<file path="config.mk">
export PLATFORM = sky130hd
export DESIGN_NAME = vector_sprite_command_decoder
export DESIGN_NICKNAME = d
export VERILOG_FILES = /design/src/rtl/vscd_pkg.sv /design/src/rtl/vector_sprite_command_decoder.sv /design/src/rtl/vscd_core.sv /design/src/rtl/vscd_out_reg.sv
export SDC_FILE = /design/constraint.sdc
export NUM_CORES = 1
export LEC_CHECK = 0
export BUFFER_PORTS_ARGS = -buffer_cell sky130_fd_sc_hd__buf_4
export CAP_MARGIN = 40
export CORE_MARGIN = 4
export CORE_UTILIZATION = 50
export CTS_BUF_LIST = sky130_fd_sc_hd__clkbuf_4
export CTS_CLUSTER_SIZE = 30
export DETAILED_ROUTE_END_ITERATION = 16
export PLACE_DENSITY = 0.69
export SLEW_MARGIN = 20
export SYNTH_ARGS = -nofsm -noshare
export SYNTH_HDL_FRONTEND = slang
export SYNTH_HIERARCHICAL = 1
export SYNTH_SLANG_ARGS = --single-unit
</file>
<file path="constraint.sdc">
create_clock -name i_clk -period 5.2 [get_ports i_clk]
set_clock_uncertainty 0.1 [all_clocks]
set_input_delay 0.78 -clock i_clk [delete_from_list [all_inputs] [get_ports i_clk]]
set_output_delay 0.78 -clock i_clk [all_outputs]
set_load 0.1 [all_outputs]
</file>
<file path="src/rtl/vscd_pkg.sv">
// ----------------------------------------------------------------------------
// vscd_pkg
// Shared types and constants for the vector sprite command decoder.
// ----------------------------------------------------------------------------
package vscd_pkg;

    localparam int unsigned ByteW  = 8;
    localparam int unsigned CountW = 6;
    localparam int unsigned CmdW   = 2;
    localparam int unsigned TdataW = 24;

    localparam logic [ByteW-1:0] OpMask    = 8'hC0;
    localparam logic [ByteW-1:0] CountMask = 8'h3F;

    typedef enum logic [CmdW-1:0] {
        CMD_RESET = 2'd0,
        CMD_MOVE  = 2'd1,
        CMD_DRAW  = 2'd2,
        CMD_POINT = 2'd3
    } t_beam_cmd;

    typedef struct packed {
        t_beam_cmd         beam_cmd;
        logic [ByteW-1:0]  delta_y;
        logic [ByteW-1:0]  delta_x;
        logic              run_last;
        logic [CountW-1:0] run_length;
    } t_result;

endpackage

</file>
<file path="src/rtl/vector_sprite_command_decoder.sv">
// ----------------------------------------------------------------------------
// vector_sprite_command_decoder
// Turns a vector sprite byte stream into beam commands with relative deltas.
//
// Input stream: one sprite byte per word on tdata, tuser set on the first
// byte of a sprite clears the pen and the parse state. Header bytes carry an
// opcode in bits 7..6 and a pair count in bits 5..0; each following (y,x)
// pair is an absolute position.
// Output stream: one command word per reset header and per x byte; tuser is
// the beam command, tdata the y delta, x delta and run length, tlast marks
// the last pair of a run. Other headers and y bytes produce no word.
// An accepted word waits in the input register; its command word goes into the
// result register when the output side is free. One word is accepted every
// cycle while the output side keeps up.
// A stalled receiver holds the result register; the input register then
// fills and tready drops, unless the waiting word produces no output.
// Reset empties both registers and puts the pen at the origin.
// ----------------------------------------------------------------------------
module vector_sprite_command_decoder
    import vscd_pkg::*;
(
    input  logic              i_clk,
    input  logic              i_rst_n,
    input  logic              i_s_tvalid,
    output logic              o_s_tready,
    input  logic [ByteW-1:0]  i_s_tdata,   // [7:0] stream_byte
    input  logic              i_s_tuser,   // [0] sprite_start
    output logic              o_m_tvalid,
    input  logic              i_m_tready,
    output logic [TdataW-1:0] o_m_tdata,   // [7:0] delta_y, [15:8] delta_x,
                                           // [21:16] run_length, [23:22] zero
    output logic [CmdW-1:0]   o_m_tuser,   // [1:0] beam_cmd
    output logic              o_m_tlast    // run_last
);

    logic             r_in_valid;
    logic [ByteW-1:0] r_in_byte;
    logic             r_in_start;

    logic    emit, step, out_free;
    t_result core_result, out_result;

    assign step       = r_in_valid && (!emit || out_free);
    assign o_s_tready = !r_in_valid || step;

    always_ff @(posedge i_clk) begin
        if (!i_rst_n) begin
            r_in_valid <= 1'b0;
        end else if (o_s_tready) begin
            r_in_valid <= i_s_tvalid;
        end
    end

    always_ff @(posedge i_clk) begin
        if (o_s_tready && i_s_tvalid) begin
            r_in_byte  <= i_s_tdata;
            r_in_start <= i_s_tuser;
        end
    end

    vscd_core u_core (
        .i_clk    (i_clk),
        .i_rst_n  (i_rst_n),
        .i_step   (step),
        .i_byte   (r_in_byte),
        .i_start  (r_in_start),
        .o_emit   (emit),
        .o_result (core_result)
    );

    vscd_out_reg u_out (
        .i_clk    (i_clk),
        .i_rst_n  (i_rst_n),
        .i_load   (step && emit),
        .i_result (core_result),
        .i_ready  (i_m_tready),
        .o_free   (out_free),
        .o_valid  (o_m_tvalid),
        .o_result (out_result)
    );

    assign o_m_tdata = {2'b00, out_result.run_length, out_result.delta_x, out_result.delta_y};
    assign o_m_tuser = out_result.beam_cmd;
    assign o_m_tlast = out_result.run_last;

endmodule

</file>
<file path="src/rtl/vscd_core.sv">
// ----------------------------------------------------------------------------
// vscd_core
// Parse state, pen position and per-word decode into beam commands.
// ----------------------------------------------------------------------------
module vscd_core
    import vscd_pkg::*;
(
    input  logic             i_clk,
    input  logic             i_rst_n,
    input  logic             i_step,
    input  logic [ByteW-1:0] i_byte,
    input  logic             i_start,
    output logic             o_emit,
    output t_result          o_result
);

    typedef enum logic [1:0] {
        PH_HEADER = 2'd0,
        PH_Y      = 2'd1,
        PH_X      = 2'd2
    } t_phase;

    t_phase            r_phase, n_phase;
    logic [ByteW-1:0]  r_pen_y, n_pen_y;
    logic [ByteW-1:0]  r_pen_x, n_pen_x;
    t_beam_cmd         r_op, n_op;
    logic [CountW-1:0] r_pairs, n_pairs;
    logic [CountW-1:0] r_total, n_total;
    logic [ByteW-1:0]  r_held_y, n_held_y;

    t_phase            cur_phase;
    logic [ByteW-1:0]  cur_pen_y, cur_pen_x, cur_held_y;
    logic [CountW-1:0] cur_pairs, dec_pairs, hdr_count;
    t_beam_cmd         hdr_op;

    always_comb begin
        cur_phase  = i_start ? PH_HEADER : r_phase;
        cur_pen_y  = i_start ? '0 : r_pen_y;
        cur_pen_x  = i_start ? '0 : r_pen_x;
        cur_pairs  = i_start ? '0 : r_pairs;
        cur_held_y = i_start ? '0 : r_held_y;
        dec_pairs  = cur_pairs - CountW'(1);
        hdr_op     = t_beam_cmd'(CmdW'((i_byte & OpMask) >> (ByteW - CmdW)));
        hdr_count  = CountW'(i_byte & CountMask);

        n_phase  = cur_phase;
        n_pen_y  = cur_pen_y;
        n_pen_x  = cur_pen_x;
        n_op     = r_op;
        n_pairs  = cur_pairs;
        n_total  = r_total;
        n_held_y = cur_held_y;
        o_emit   = 1'b0;
        o_result = '0;

        unique case (cur_phase)
            PH_Y: begin
                n_held_y = i_byte;
                n_phase  = PH_X;
            end
            PH_X: begin
                o_emit              = 1'b1;
                o_result.beam_cmd   = r_op;
                o_result.delta_y    = cur_held_y - cur_pen_y;
                o_result.delta_x    = i_byte - cur_pen_x;
                o_result.run_last   = (dec_pairs == '0);
                o_result.run_length = r_total;
                n_pen_y             = cur_held_y;
                n_pen_x             = i_byte;
                n_pairs             = dec_pairs;
                n_phase             = (dec_pairs == '0) ? PH_HEADER : PH_Y;
            end
            default: begin
                n_phase = PH_HEADER;
                if (hdr_op == CMD_RESET) begin
                    o_emit   = 1'b1;
                    n_pen_y  = '0;
                    n_pen_x  = '0;
                    n_op     = CMD_RESET;
                end else if (hdr_count != '0) begin
                    n_op    = hdr_op;
                    n_pairs = hdr_count;
                    n_total = hdr_count;
                    n_phase = PH_Y;
                end
            end
        endcase
    end

    always_ff @(posedge i_clk) begin
        if (!i_rst_n) begin
            r_phase  <= PH_HEADER;
            r_pen_y  <= '0;
            r_pen_x  <= '0;
            r_op     <= CMD_RESET;
            r_pairs  <= '0;
            r_total  <= '0;
            r_held_y <= '0;
        end else if (i_step) begin
            r_phase  <= n_phase;
            r_pen_y  <= n_pen_y;
            r_pen_x  <= n_pen_x;
            r_op     <= n_op;
            r_pairs  <= n_pairs;
            r_total  <= n_total;
            r_held_y <= n_held_y;
        end
    end

endmodule

</file>
<file path="src/rtl/vscd_out_reg.sv">
// ----------------------------------------------------------------------------
// vscd_out_reg
// Result register holding one command word for the output stream.
// ----------------------------------------------------------------------------
module vscd_out_reg
    import vscd_pkg::*;
(
    input  logic    i_clk,
    input  logic    i_rst_n,
    input  logic    i_load,
    input  t_result i_result,
    input  logic    i_ready,
    output logic    o_free,
    output logic    o_valid,
    output t_result o_result
);

    logic    r_valid;
    t_result r_result;

    assign o_free   = !r_valid || i_ready;
    assign o_valid  = r_valid;
    assign o_result = r_result;

    always_ff @(posedge i_clk) begin
        if (!i_rst_n) begin
            r_valid <= 1'b0;
        end else if (i_load) begin
            r_valid <= 1'b1;
        end else if (i_ready) begin
            r_valid <= 1'b0;
        end
    end

    always_ff @(posedge i_clk) begin
        if (i_load) begin
            r_result <= i_result;
        end
    end

endmodule
</file>
==> results.sh <==
export IMPL_outcome="finished clean"
export IMPL_place_congestion=0.8141
export IMPL_core_area_mm2=0.007767
export IMPL_die_x_um=97.50
export IMPL_synth_seq_cells=76
export IMPL_cts_resized=0
export IMPL_synth_top_family_by_area="simple AND/OR/NAND/NOR gates"
export IMPL_netlist_top_cells_area="edfxtp_1 25%, dfxtp_1 21%, nor2b_1 6.6%, ha_1 5.3%, nand2b_1 4.4%"
export IMPL_nNetsFinal=454
export IMPL_crit_path_start_kind="register"
export IMPL_synth_simple_area_share_pct=22.18
export IMPL_grt_pass1_vias=2763
export IMPL_hold_viol=0
export IMPL_die_h_um=97.50
export IMPL_htree_levels=3
export IMPL_setup_viol=0
export IMPL_ant_nets=0
export IMPL_tightest_slew_ns=0.6049
export IMPL_arrival_ns=2.56
export IMPL_avgSynthCellArea_um2=10.27
export IMPL_p_total_mw=1.267
export IMPL_slew_headroom_pct=59.40
export IMPL_clock_root_buffer="clkbuf_4"
export IMPL_fin_crit_ns=3.439
export IMPL_required_ns=4.32
export IMPL_yosys_area_top_type_share_pct=25.49
export IMPL_ys_flop_type="dfxtp_1"
export IMPL_place_hpwl_um=5495
export IMPL_synth_edf_count=34
export IMPL_period_share_pct=66.14
export IMPL_numCtsBuffers=9
export IMPL_post_cts_setup_buffers=0
export IMPL_grt_setup_unrepaired="false"
export IMPL_synth_async_sr_flop_share_pct=0
export IMPL_drtIter0Drc=169
export IMPL_vias=2891
export IMPL_p_leak_nw=1.681
export IMPL_n_antenna_cell=0
export IMPL_holdCritPathClass="register to register"
export IMPL_synth_area_mm2=0.004005
export IMPL_cp_slowest_cell="edfxtp_1"
export IMPL_fin_util_pct=58.52
export IMPL_synthAdderAreaFrac_pct=5.811
export IMPL_wirelength_um=7932
export IMPL_syn_to_final_growth_pct=13.50
export IMPL_clkTransAtPathRegs_ns=0.11
export IMPL_ys_types=60
export IMPL_end_kind="output pin"
export IMPL_cts_sinks=76
export IMPL_crit_chain="nand2b_1, inv_1, ha_1, buf_8, and2b_1, a21o_1, nand3b_4, buf_4"
export IMPL_path_max_fanout=21
export IMPL_avgRoutedWirePerCell_um=14.97
export IMPL_rows=32
export IMPL_portBuffers=39
export IMPL_yosysSeqAreaShare_pct=46.49
export IMPL_drv_slew=0
export IMPL_fmax_mhz=290.8
export IMPL_design_area_mm2=0.004546
export IMPL_drt_vias_per_instance=5.455
export IMPL_synth_compound_area_share_pct=15.46
export IMPL_drc=0
export IMPL_synthXorXnorAreaFrac_pct=3.062
export IMPL_cts_tree="built"
export IMPL_tns_ns=0
export IMPL_whs_path_depth=2
export IMPL_ios=42
export IMPL_power_density_mw_per_mm2=278.8
export IMPL_overflow=0
export IMPL_peakVddDrop_mv=0.1806
export IMPL_cpPeakStageDelay_ns=0.46
export IMPL_grt_usage_pct=17.53
export IMPL_hold_buffers=0
export IMPL_grt_max_degree=46
export IMPL_synth_mux_area_share_pct=3.311
export IMPL_first_pass_iters=5
export IMPL_drive_above_1_share_pct=17.29
export IMPL_grt_pass1_wl_um=13480
export IMPL_die_area_mm2=0.009506
export IMPL_cts_max_path_buffers=2
export IMPL_syn_instance_count=390
export IMPL_start_util_pct=51.56
export IMPL_dpl_cell_area_mm2=0.004368
export IMPL_clk_latency_ns=0.41
export IMPL_synth_top_cell_by_area="edfxtp_1"
export IMPL_drv_cap=0
export IMPL_yosysWarnings=6
export IMPL_critical_path_class="register to output pin"
export IMPL_r2r_cells=10
export IMPL_antenna_found_initial=0
flip-flops by register name, summed over array words and instances (netlist names):
signal and flops:
u_out/o_result 25, u_core/r_phase 2, u_core/r_pen_y 8, u_core/r_pairs 6, u_core/r_total 6, u_core/r_held_y 8
r_in_byte 8, r_in_valid 1, u_core/r_pen_x 8, u_core/r_op 2, u_out/o_valid 1, r_in_start 1
worst max-delay path, delay by kind of cell (launching register included):
kind            cells  cell delay (ns)
fa+ha+maj           1             0.44
buf+inv             3             0.52
flops               1             0.46
compound gates      1             0.19
simple gates        3             0.55
layout by cell type, fill, tap and decap left out, types with 3 or more instances in the layout:
cell	netlist	layout
o21a_1	5	5
clkbuf_4	0	10
nand2_1	14	14
buf_4	2	41
nor2_1	15	15
nor2b_1	42	42
nand2b_1	28	28
dfxtp_1	42	42
inv_1	14	14
o22ai_1	4	4
a221oi_1	3	3
o21ai_0	10	10
a21oi_1	15	15
edfxtp_1	34	34
a21o_1	5	5
and2_1	22	22
xnor2_1	12	12
mux2i_1	11	11
nor3_1	4	4
bufinv_16	0	3
a22oi_1	23	23
ha_1	17	17
report_power, final:
part	internal, mW	switching, mW
clock	0.245	0.197
sequential	0.640	0.0222
combinational	0.0599	0.103
cell families after synthesis:
kind of cell,Yosys count
AOI/OAI and AO/OA,86
xor gates and xnor gates,14
adders and majority gates,18
buffers and inverters,35
DFF,76
muxes,13
other,1
and+or+nand+nor,147
synthesized netlist by cell type (3+ instances only):
cell type  count
and2_1        22
a21o_1         5
o21a_1         5
mux2i_1       11
ha_1          17
o22ai_1        4
a22oi_1       23
o21ai_0       10
buf_2          4
nor2_1        15
clkbuf_1      15
dfxtp_1       42
inv_1         14
xnor2_1       12
nor3_1         4
nor2b_1       42
a221oi_1       3
nand2b_1      28
nand2_1       14
a21oi_1       15
edfxtp_1      34
per-stage QoR:
stage               hold slack (ns)  instances  setup WS, ns
global route                 0.4102        530         1.538
floorplan                    0.3440        391         1.963
global placement             0.3673        513         2.066
detailed placement           0.3830        514         2.067
CTS                          0.4006        530         1.728
finish                       0.3923        530         1.761
final timing paths:
kind	slack (ns)	endpoint	startpoint
setup / recovery	1.76	o_s_tready	r_in_start$_DFFE_PP_
hold / removal	0.39	u_core/r_total[0]$_SDFFE_PN0P_	u_core/r_total[0]$_SDFFE_PN0P_
setup reg to reg	2.07	u_core/r_pen_y[6]$_SDFFE_PN0P_	r_in_start$_DFFE_PP_
hold reg to reg	0.39	u_core/r_total[0]$_SDFFE_PN0P_	u_core/r_total[0]$_SDFFE_PN0P_
metal layers:
layer	vias to the layer above	part of all wire (%)	wire length [um]	global-route usage, %
li1	1430	-	-	-
met1	1394	47	3747	23.61
met2	60	48	3809	28.31
met3	7	3.8	305	3.589
met4	0	0.87	69	5.538
met5	-	0	0	0
layout make-up:
class,count,area [um2]
clock inverter,6,102.6
clock buffer,10,75.07
inverter,14,52.55
sequential,76,1862
tap,102,127.6
fill,704,3222
timing repair buffer,42,322.8
multi-input combinational,280,2003
(Power assumes the default switching activity.)
